File: src/sv/fqd_pkg.sv
package fqd_pkg;

  // Queue geometry.
  localparam int DEPTH     = 16;
  localparam int KEY_WIDTH = 32;
  localparam int AW        = (DEPTH > 1) ? $clog2(DEPTH) : 1;
  localparam int CW        = $clog2(DEPTH + 1);

  // Command codes.
  localparam logic [1:0] CMD_ENQ = 2'd0;
  localparam logic [1:0] CMD_DEQ = 2'd1;
  localparam logic [1:0] CMD_DEL = 2'd2;

  // Sequencer states.
  typedef enum logic [2:0] {
    ST_IDLE,
    ST_RD,
    ST_CMP,
    ST_SH_RD,
    ST_SH_WR,
    ST_FIN
  } state_t;

  // Command handed to the sequencer.
  typedef struct packed {
    logic [1:0]           cmd;
    logic [KEY_WIDTH-1:0] key;
  } req_t;

  // Result handed back by the sequencer.
  typedef struct packed {
    logic                 status;
    logic [KEY_WIDTH-1:0] key_out;
    logic [CW-1:0]        count;
  } res_t;

endpackage

File: src/sv/fqd_ram.sv
module fqd_ram #(
  parameter int WIDTH = 32,
  parameter int DEPTH = 16,
  parameter int AW    = (DEPTH > 1) ? $clog2(DEPTH) : 1
) (
  input  logic             clk,
  input  logic             we,
  input  logic [AW-1:0]    waddr,
  input  logic [WIDTH-1:0] wdata,
  input  logic [AW-1:0]    raddr,
  output logic [WIDTH-1:0] rdata
);

  logic [WIDTH-1:0] mem [DEPTH];

  // One write port and one read port with registered data.
  always_ff @(posedge clk) begin
    if (we) begin
      mem[waddr] <= wdata;
    end
    rdata <= mem[raddr];
  end

endmodule

File: src/sv/fqd_ctrl.sv
module fqd_ctrl import fqd_pkg::*; (
  input  logic clk,
  input  logic rst,
  input  logic start,
  input  req_t req,
  input  logic res_free,
  output logic idle,
  output logic done,
  output res_t res
);

  state_t               state, state_next;
  logic [1:0]           cmd_r, cmd_r_next;
  logic [KEY_WIDTH-1:0] key_r, key_r_next;
  logic [AW-1:0]        idx, idx_next;
  logic [CW-1:0]        occ, occ_next;
  logic                 status_r, status_r_next;
  logic [KEY_WIDTH-1:0] kout, kout_next;

  logic                 we;
  logic [AW-1:0]        waddr;
  logic [KEY_WIDTH-1:0] wdata;
  logic [AW-1:0]        raddr;
  logic [KEY_WIDTH-1:0] rdata;
  logic [CW-1:0]        idx_inc;

  fqd_ram #(
    .WIDTH (KEY_WIDTH),
    .DEPTH (DEPTH),
    .AW    (AW)
  ) u_ram (
    .clk   (clk),
    .we    (we),
    .waddr (waddr),
    .wdata (wdata),
    .raddr (raddr),
    .rdata (rdata)
  );

  // Position after the current one, wide enough to hold the depth itself.
  assign idx_inc = CW'(idx) + CW'(1);

  // The read address looks one slot ahead while shifting the tail down.
  assign raddr = (state == ST_SH_RD) ? idx_inc[AW-1:0] : idx;

  assign idle = (state == ST_IDLE);
  assign done = (state == ST_FIN) && res_free;

  assign res.status  = status_r;
  assign res.key_out = kout;
  assign res.count   = occ;

  // State and working registers.
  always_ff @(posedge clk) begin
    if (rst) begin
      state <= ST_IDLE;
      occ   <= '0;
    end else begin
      state <= state_next;
      occ   <= occ_next;
    end
    cmd_r    <= cmd_r_next;
    key_r    <= key_r_next;
    idx      <= idx_next;
    status_r <= status_r_next;
    kout     <= kout_next;
  end

  // Sequencer: append an enqueue directly; otherwise search with the shared comparator, then close the gap.
  always_comb begin
    state_next    = state;
    cmd_r_next    = cmd_r;
    key_r_next    = key_r;
    idx_next      = idx;
    occ_next      = occ;
    status_r_next = status_r;
    kout_next     = kout;
    we            = 1'b0;
    waddr         = idx;
    wdata         = rdata;

    unique case (state)
      ST_IDLE: begin
        if (start) begin
          cmd_r_next    = req.cmd;
          key_r_next    = req.key;
          idx_next      = '0;
          status_r_next = 1'b1;
          kout_next     = '0;
          state_next    = ST_FIN;
          if (req.cmd == CMD_ENQ) begin
            // Append at the tail in a single write.
            if (req.key != '0 && occ < CW'(DEPTH)) begin
              we            = 1'b1;
              waddr         = occ[AW-1:0];
              wdata         = req.key;
              occ_next      = occ + CW'(1);
              status_r_next = 1'b0;
            end
          end else if (req.cmd == CMD_DEQ) begin
            if (occ != '0) begin
              state_next = ST_RD;
            end
          end else if (req.cmd == CMD_DEL) begin
            if (req.key != '0 && occ != '0) begin
              state_next = ST_RD;
            end
          end
        end
      end

      ST_RD: begin
        state_next = ST_CMP;
      end

      ST_CMP: begin
        // A dequeue takes the head unconditionally.
        if (cmd_r == CMD_DEQ || rdata == key_r) begin
          status_r_next = 1'b0;
          if (cmd_r == CMD_DEQ) begin
            kout_next = rdata;
          end
          state_next = ST_SH_RD;
        end else if (idx_inc == occ) begin
          state_next = ST_FIN;
        end else begin
          idx_next   = idx_inc[AW-1:0];
          state_next = ST_RD;
        end
      end

      ST_SH_RD: begin
        if (idx_inc < occ) begin
          state_next = ST_SH_WR;
        end else begin
          occ_next   = occ - CW'(1);
          state_next = ST_FIN;
        end
      end

      ST_SH_WR: begin
        we         = 1'b1;
        waddr      = idx;
        wdata      = rdata;
        idx_next   = idx_inc[AW-1:0];
        state_next = ST_SH_RD;
      end

      ST_FIN: begin
        if (res_free) begin
          state_next = ST_IDLE;
        end
      end

      default: begin
        state_next = ST_IDLE;
      end
    endcase
  end

endmodule

File: src/sv/fifo_queue_with_delete.sv
// Bounded first-in first-out queue of nonzero keys with delete by value. Each
// accepted command beat (enqueue, dequeue or delete) returns exactly one result
// beat carrying the status, the dequeued key and the entry count. Keys sit
// compacted in a RAM with one read and one write port, oldest first, and one
// comparator walks them.
// An enqueue, a failing null or unused command, and any command on an empty
// queue go straight to the finish state; a dequeue or delete searches from
// the head and on a match shifts the later entries down, and every search
// step and every shift step needs one registered RAM read. cmd_stall is high
// while a command is being worked on; a finished result waits in the output
// register, so the next command is taken while it is still unread.
module fifo_queue_with_delete import fqd_pkg::*; (
  input  logic                 clk,
  input  logic                 rst,
  input  logic                 cmd_valid,
  output logic                 cmd_stall,
  input  logic [1:0]           cmd,
  input  logic [KEY_WIDTH-1:0] key_in,
  output logic                 res_valid,
  input  logic                 res_stall,
  output logic                 status,
  output logic [KEY_WIDTH-1:0] key_out,
  output logic [CW-1:0]        count
);

  logic idle;
  logic done;
  logic start;
  logic res_free;
  req_t req;
  res_t res;
  res_t res_q;

  assign cmd_stall = !idle;
  assign start     = cmd_valid && idle;
  assign req.cmd   = cmd;
  assign req.key   = key_in;
  assign res_free  = !res_valid || !res_stall;

  fqd_ctrl u_ctrl (
    .clk      (clk),
    .rst      (rst),
    .start    (start),
    .req      (req),
    .res_free (res_free),
    .idle     (idle),
    .done     (done),
    .res      (res)
  );

  // Output register: holds a result beat until it is taken.
  always_ff @(posedge clk) begin
    if (rst) begin
      res_valid <= 1'b0;
    end else if (done) begin
      res_valid <= 1'b1;
    end else if (!res_stall) begin
      res_valid <= 1'b0;
    end
    if (done) begin
      res_q <= res;
    end
  end

  assign status  = res_q.status;
  assign key_out = res_q.key_out;
  assign count   = res_q.count;

endmodule

File: config.mk
export PLATFORM = sky130hd
export DESIGN_NAME = fifo_queue_with_delete
export DESIGN_NICKNAME = d
export VERILOG_FILES = /design/src/sv/fqd_pkg.sv /design/src/sv/fqd_ram.sv /design/src/sv/fqd_ctrl.sv /design/src/sv/fifo_queue_with_delete.sv
export SDC_FILE = /design/constraint.sdc
export NUM_CORES = 1
export LEC_CHECK = 0
export ABC_AREA = 1
export CORE_UTILIZATION = 50
export CTS_CLUSTER_DIAMETER = 200
export CTS_CLUSTER_SIZE = 40
export DETAILED_ROUTE_END_ITERATION = 10
export DONT_BUFFER_PORTS = 1
export GPL_ROUTABILITY_DRIVEN = 1
export GPL_TIMING_DRIVEN = 0
export PLACE_DENSITY = 0.68
export SETUP_SLACK_MARGIN = 0.2
export SLEW_MARGIN = 40
export SYNTH_ARGS = -nofsm -noshare
export SYNTH_HDL_FRONTEND = slang
export SYNTH_SLANG_ARGS = --single-unit
File: constraint.sdc
create_clock -name clk -period 4.7 [get_ports clk]
set_clock_uncertainty 0.1 [all_clocks]
set_input_delay 1.41 -clock clk [delete_from_list [all_inputs] [get_ports clk]]
set_output_delay 1.41 -clock clk [all_outputs]
set_load 0.03 [all_outputs]
==> results of run 1 <==
final cells by class:
cell class / instances / share of cell area
Timing Repair Buffer: 48 / 0.0333
Sequential cell: 662 / 0.662
Inverter: 330 / 0.0421
Clock buffer: 35 / 0.0197
Multi-Input combinational cell: 1082 / 0.195
Tap cell: 688 / 0.0293
Buffer: 114 / 0.0183
Clock inverter: 1 / 0.000681
logic make-up (layout without fill, tap and decap cells):
logic type                 count (synthesis)  in the layout
xor gates and xnor gates                  29             29
and+or+nand+nor                          596            596
buffers and inverters                    444            528
DFF                                      662            662
AOI/OAI and AO/OA                        447            447
adders and majority gates                 10             10
final timing paths:
path	startpoint	endpoint	slack, ns	cells after the start
max reg2reg	u_ctrl.state[2]	u_ctrl.u_ram.mem[5][12]	1.13	12
max	key_in[23]	u_ctrl.u_ram.mem[5][12]	0.55	12
min	u_ctrl.kout[19]	key_out[19]	0.33	0
min reg2reg	u_ctrl.kout[19]	key_out[19]	0.33	0
flip-flops by register name (all words and copies together), names as in the netlist:
name / flops
u_ctrl.kout: 32
key_out: 32
u_ctrl.u_ram.mem: 512
u_ctrl.idx: 4
u_ctrl.occ: 5
res_valid: 1
u_ctrl.state: 3
u_ctrl.key_r: 32
count: 5
u_ctrl.status_r: 1
u_ctrl.u_ram.rdata: 32
u_ctrl.cmd_r: 2
status: 1
worst max-delay path, cell delays in order:
cell     delay, ns
nor2_1        0.08
nand2_1       0.12
nor2_1        0.49
nand4_1       0.26
nand3_1       0.17
buf_2         0.23
nand2_1       0.07
o21ai_1       0.14
nand3_1       0.38
nor2_4        0.61
buf_16        0.23
buf_16        0.17
synth_stat cells (9+ instances only):
master    number  share of area
edfxtp_1     621           0.70
inv_1        327          0.046
nand2_1      289          0.041
nand3_1      201          0.038
a21oi_1      140          0.026
o21ai_0      134          0.025
o211ai_1     128          0.036
nor2_1        97          0.014
buf_2         78          0.015
o21ai_1       44         0.0082
dfxtp_1       41          0.031
clkbuf_1      27         0.0038
xnor2_1       25         0.0082
ha_1           9         0.0042
routing by layer:
metal  up-vias  global-route usage
li1       7741                   -
met1      8378               0.362
met2       984               0.468
met3       133              0.0508
met4         0              0.0878
met5         -                   0
metrics by stage:
| step | cell area, um^2 | setup slack, ns |
|---|---|---|
| after global routing | 29400 | 0.360 |
| after floorplan | 26700 | 0.479 |
| after CTS | 29400 | 0.542 |
| after detailed placement | 28800 | -0.0636 |
| after global placement | 27600 | -1.38 |
| final | 29400 | 0.550 |
power groups by stage:
| stage | registers, uW | clock network (uW) | logic [uW] |
|---|---|---|---|
| after floorplan | 8410 | 0 | 4220 |
| after global placement | 8500 | 0 | 6680 |
| after detailed placement | 8460 | 0 | 7280 |
| after CTS | 8320 | 2560 | 7290 |
| after global routing | 8380 | 2740 | 8010 |
| final | 8320 | 2570 | 7480 |
==> results.md, run 1 <==
* Outcome: finished, final reports clean
* Vias at 17.2k
* M1 WL at 27600 um
* Die area at 0.0543 mm^2
* First-pass GRT wire length at 109000 um
* Number of diodes at 0
* Hold Crit Class: flip-flop to flip-flop
* Post-layout util at 0.559
* WL/cell at 25.1 um
* CP Capture Type: flip-flop
* Syn Nets at 2236
* Largest net degree at the start of global routing at 42
* Half-perimeter wire length after detailed placement at approximately 52000 um
* GPL Wtd Cong at between 0.8 and 0.9
* Synth Area in Compound Gates at 0.0959
* DIE HEIGHT at 233 um
* Number of core rows at 84
* Post-Syn Area at 0.0267 mm^2
* Final non-filler cell total at 2960
* Max Slew Vio Count at 0
* Synth Instances at 2188
* Total CTS buffers at 20
* P&R area growth vs syn at 10.2%
* # setup viols final at 0
* YS warnings at 0
* Switch Pwr at ~7600 uW
* Inst Count DP at between 2k and 3k
* Nets at 2306
* Total Wirelength at 74400 um
* Largest family of logic cells by synthesized area: compound AO/OA/AOI/OAI gates
* P_leak at 0.0108 uW
* Comb pwr share at 0.407
* Slew at the pin with the worst max-slew slack at a little over 0.9 ns
* Period minus WS final at 4.15 ns
* Simple-gate area share of the yosys netlist at 0.0940
* MaxCap Viol Count at 0
* Relative slew slack at 0.379
* Main flop type after synthesis: edfxtp_1
* Commonest non-fill, non-tap cells in the layout: edfxtp_1, inv_1, nand2_1
* Clk sinks at 662
* Sw frac at 0.413
* Clk Latency, worst-skew pair at 0.61 ns
* Post-synthesis mux area share at 0
* Overall Power at 18400 uW
* Starting Density at 0.507
* Max Used Layer: met4
* Part of the cycle the worst path needs at 0.883
* Post-synthesis area per instance at 12.2 um^2
* Sequential group share of total power at 0.453
* Multi-input gate area at 0.00573 mm^2
* Worst path required time at around 5 ns
* Gr ovfl total at 0
* Async S/R FF share, synth at 0
* Worst VDD drop at 318 uV
* Drt drc at 0
* Number of global-route vias before repair at around 17k
* Remaining antenna violation count at 0
* Seq/Total Area, Yosys at 0.729
* Internal Power at 10800 uW
* CP Launch Type: input port
* Post-synth EDFFs at ~620
* IO Port Bufs at 0
* Crit path kind: input port to flip-flop
* Vias per cell at 5.82
* FF/Latch Area at approximately 0.02 mm^2
* Post-CTS resize count at 0
* First-iteration detailed-routing DRC count at roughly 2.4k
* Endpoints failing hold at 0
* Io pins at 78
* Post-synthesis adder-cell area fraction at 0.00497
* Initial antenna violation count at 0
* TritonCTS clock tree: done
* Setup TNS Final at 0 ns
* RSZ-0062 raised after global routing: false
* Synth cell types at 25
* Max Fanout on Critical Path at 12
* Drt pass-1 iters at 6
* Fmax at 241 MHz
* H-tree levels at 1
* Clk pwr share at 0.140
* Fill cells at between 4k and 5k
* CTS root buffer: clkbuf_16
* Max Buffers Root-to-Sink at 3
* Data arrival time of the worst path at roughly 4.4 ns
* Clock slew at reported path FFs at 0.14 ns
* Chip Width at 233 um
* Total GRT Usage at 0.277
* Pwr Density at between 600 and 700 mW/mm^2
* Layout cells sized above 1 at 0.0942
* Met3 WL at 8170 um
* Core area at 0.0527 mm^2
* Setup Buffers After CTS at 0
* Post-cts hold buffer count at 0
* Leading cell type in the layout, fill and taps excluded: edfxtp_1
* Met2 wire len at 36400 um
* Hold_ws at roughly 0.33 ns
* Synth Area in XOR/XNOR at 0.00979
* Seq cells post-synth at 662
Power figures use the tool's default switching activity.
==> inputs of run 2 (changes only) <==
- CORE_MARGIN: not set -> 1.5
==> run 2 against run 1 <==
  * Clock-buffer cell count is 2 lower
  * Setup slack worse by 0.076 ns
  * Register-to-register slack improved by 0.18 ns
  * First-iteration DRC count rose by 4.5%
  * Critical path depth did not move
  * Utilization down 0.17 points
  * Non-clock buffer count is 2 higher
  * Maximum frequency is 1.8% lower
  * Combinational power shrank 1%
  * Global-route usage is 0.70 points lower
  * Largest cell class unchanged
==> results.md, run 2 (synthesis results as in run 1) <==
* Hold Crit Class: flip-flop to flip-flop
* Relative slew slack at 0.381 (+0.00194)
* WL/cell at 24.8 um (-1.2%)
* DP Worst Slack at -0.0968 ns (-0.0332 ns)
* Max FFs per register at 512 (unchanged)
* Top reg by flops: u_ctrl.u_ram.mem
* Max Buffers Root-to-Sink at 3 (unchanged)
* P&R area growth vs syn at 9.83%
* Setup TNS Final at 0 ns (unchanged)
* Outcome: finished, final reports clean
* Initial antenna violation count at 0 (unchanged)
* Io pins at 78 (unchanged)
* Worst path required time at 4.89 ns (-0.04 ns)
* Gr ovfl total at 0 (unchanged)
* Post-CTS resize count at 0 (unchanged)
* Fill cells at 4164 (+0.17%)
* H-tree levels at 1 (unchanged)
* Clk sinks at 662 (unchanged)
* Leading cell type in the layout, fill and taps excluded: edfxtp_1
* First-pass GRT wire length at 106000 um (-1.9%)
* Largest net degree at the start of global routing at 42 (unchanged)
* Number of global-route vias before repair at 16.4k (-1.2%)
* Hold path cells at 0 (unchanged)
* Fmax at 237 MHz (-1.8%)
* Starting Density at 0.507 (unchanged)
* Total GRT Usage at 0.270 (-0.00704)
* Half-perimeter wire length after detailed placement at 51800 um (-0.80%)
* Drt drc at 0 (unchanged)
* Commonest non-fill, non-tap cells in the layout: edfxtp_1, inv_1, nand2_1
* RSZ-0062 raised after global routing: false
* Clk Latency, worst-skew pair at 0.60 ns (about the same)
* Number of diodes at 0 (unchanged)
* Post-Place Cell Area at 0.0287 mm^2 (-0.30%)
* Die area at 0.0548 mm^2 (+0.86%)
* Chip Width at 234 um (+0.43%)
* Final non-filler cell total at 2960 (unchanged)
* Vias at 17.3k (+0.36%)
* Max Fanout on Critical Path at 14 (+2)
* Max Slew Vio Count at 0 (unchanged)
* Worst VDD drop at 334 uV (+5.2%)
* Vias per cell at 5.84 (+0.36%)
* Part of the cycle the worst path needs at 0.899 (+0.0162)
* Setup Buffers After CTS at 0 (unchanged)
* Layout cells sized above 1 at 0.0942 (unchanged)
* Slew at the pin with the worst max-slew slack at 0.928 ns (-0.00291 ns)
* Final worst slack at 0.474 ns (-0.0763 ns)
* Number of core rows at 84 (unchanged)
* GPL Wtd Cong at 0.897 (+1.4%)
* Remaining antenna violation count at 0 (unchanged)
* CTS root buffer: clkbuf_16
* Crit path kind: input port to flip-flop
* R2R depth at 10 (-2)
* P_leak at 0.0108 uW (-0.30%)
* Inst Count DP at 2926 (+0.068%)
* Total Wirelength at 73600 um (-1.2%)
* First-iteration detailed-routing DRC count at 2490 (+4.5%)
* Drt pass-1 iters at 5 (-1)
* Post-cts hold buffer count at 0 (unchanged)
* Pwr Density at 622 mW/mm^2 (-0.38%)
* CP Capture Type: flip-flop
* Core area at 0.0527 mm^2 (unchanged)
* Endpoints failing hold at 0 (unchanged)
* DIE HEIGHT at 234 um (+0.43%)
* Post-Layout Inst Area at 0.0293 mm^2 (-0.31%)
* MaxCap Viol Count at 0 (unchanged)
* Data arrival time of the worst path at 4.41 ns (+0.03 ns)
* # setup viols final at 0 (unchanged)
* CP Launch Type: input port
* Nets at 2308 (+0.087%)
* Period minus WS final at 4.23 ns (+0.0763 ns)
* Total CTS buffers at 20 (unchanged)
* IO Port Bufs at 0 (unchanged)
* Clock slew at reported path FFs at 0.14 ns (about the same)
* TritonCTS clock tree: done
* Overall Power at 18200 uW (-0.69%)
run 2: changes by cell type in the layout (fill, tap and decap cells not counted), sizes merged:
cell / previous run / this run
clkbuf: 62 / 60
buf: 135 / 137
run 2: through the flow:
stage           util  hold WS [ns]
3_3_place_gp   0.524         0.302
4_1_cts        0.556         0.336
2_1_floorplan      -         0.300
3_5_place_dp   0.545         0.305
6_report       0.557         0.335
5_1_grt        0.557         0.341
run 2: layer usage:
layer  part of all wire  vias up  GRT usage
met5                  0        -          0
li1                   -     7739          -
met1               0.38     8422      0.354
met4              0.032        0     0.0849
met3               0.11      155     0.0452
met2               0.49      982      0.460
run 2: area by class of cell:
cell class	instances	area, um^2	share of cell area
inverter	330	1240	0.0422
sequential	662	19500	0.664
timing repair buffer	50	897	0.0306
clock inverter	1	20.0	0.000683
multi-input combinational	1082	5730	0.195
buffer	114	537	0.0183
clock buffer	33	571	0.0195
tap	688	861	0.0294
run 2: final timing paths:
kind | startpoint | endpoint | slack [ns]
worst min register to register | u_ctrl.kout[12] | key_out[12] | 0.34
worst max register to register | u_ctrl.state[0] | u_ctrl.u_ram.mem[7][22] | 1.31
worst min-delay path | u_ctrl.kout[12] | key_out[12] | 0.34
worst max-delay path | key_in[23] | u_ctrl.u_ram.mem[7][22] | 0.47
run 2: worst max-delay path, stage by stage:
cell	delay [ns]
nor2_1	0.08
nand2_1	0.13
nor2_1	0.51
nand4_1	0.26
nand3_1	0.16
buf_2	0.22
nand2_1	0.08
o21ai_0	0.13
nand3_1	0.39
nor2_4	0.51
buf_8	0.27
buf_8	0.22
run 2: power breakdown:
part | switching (uW) | total (uW) | internal [uW]
logic | 5490 | 7390 | 1900
clock network | 1660 | 2530 | 864
registers | 340 | 8310 | 7970
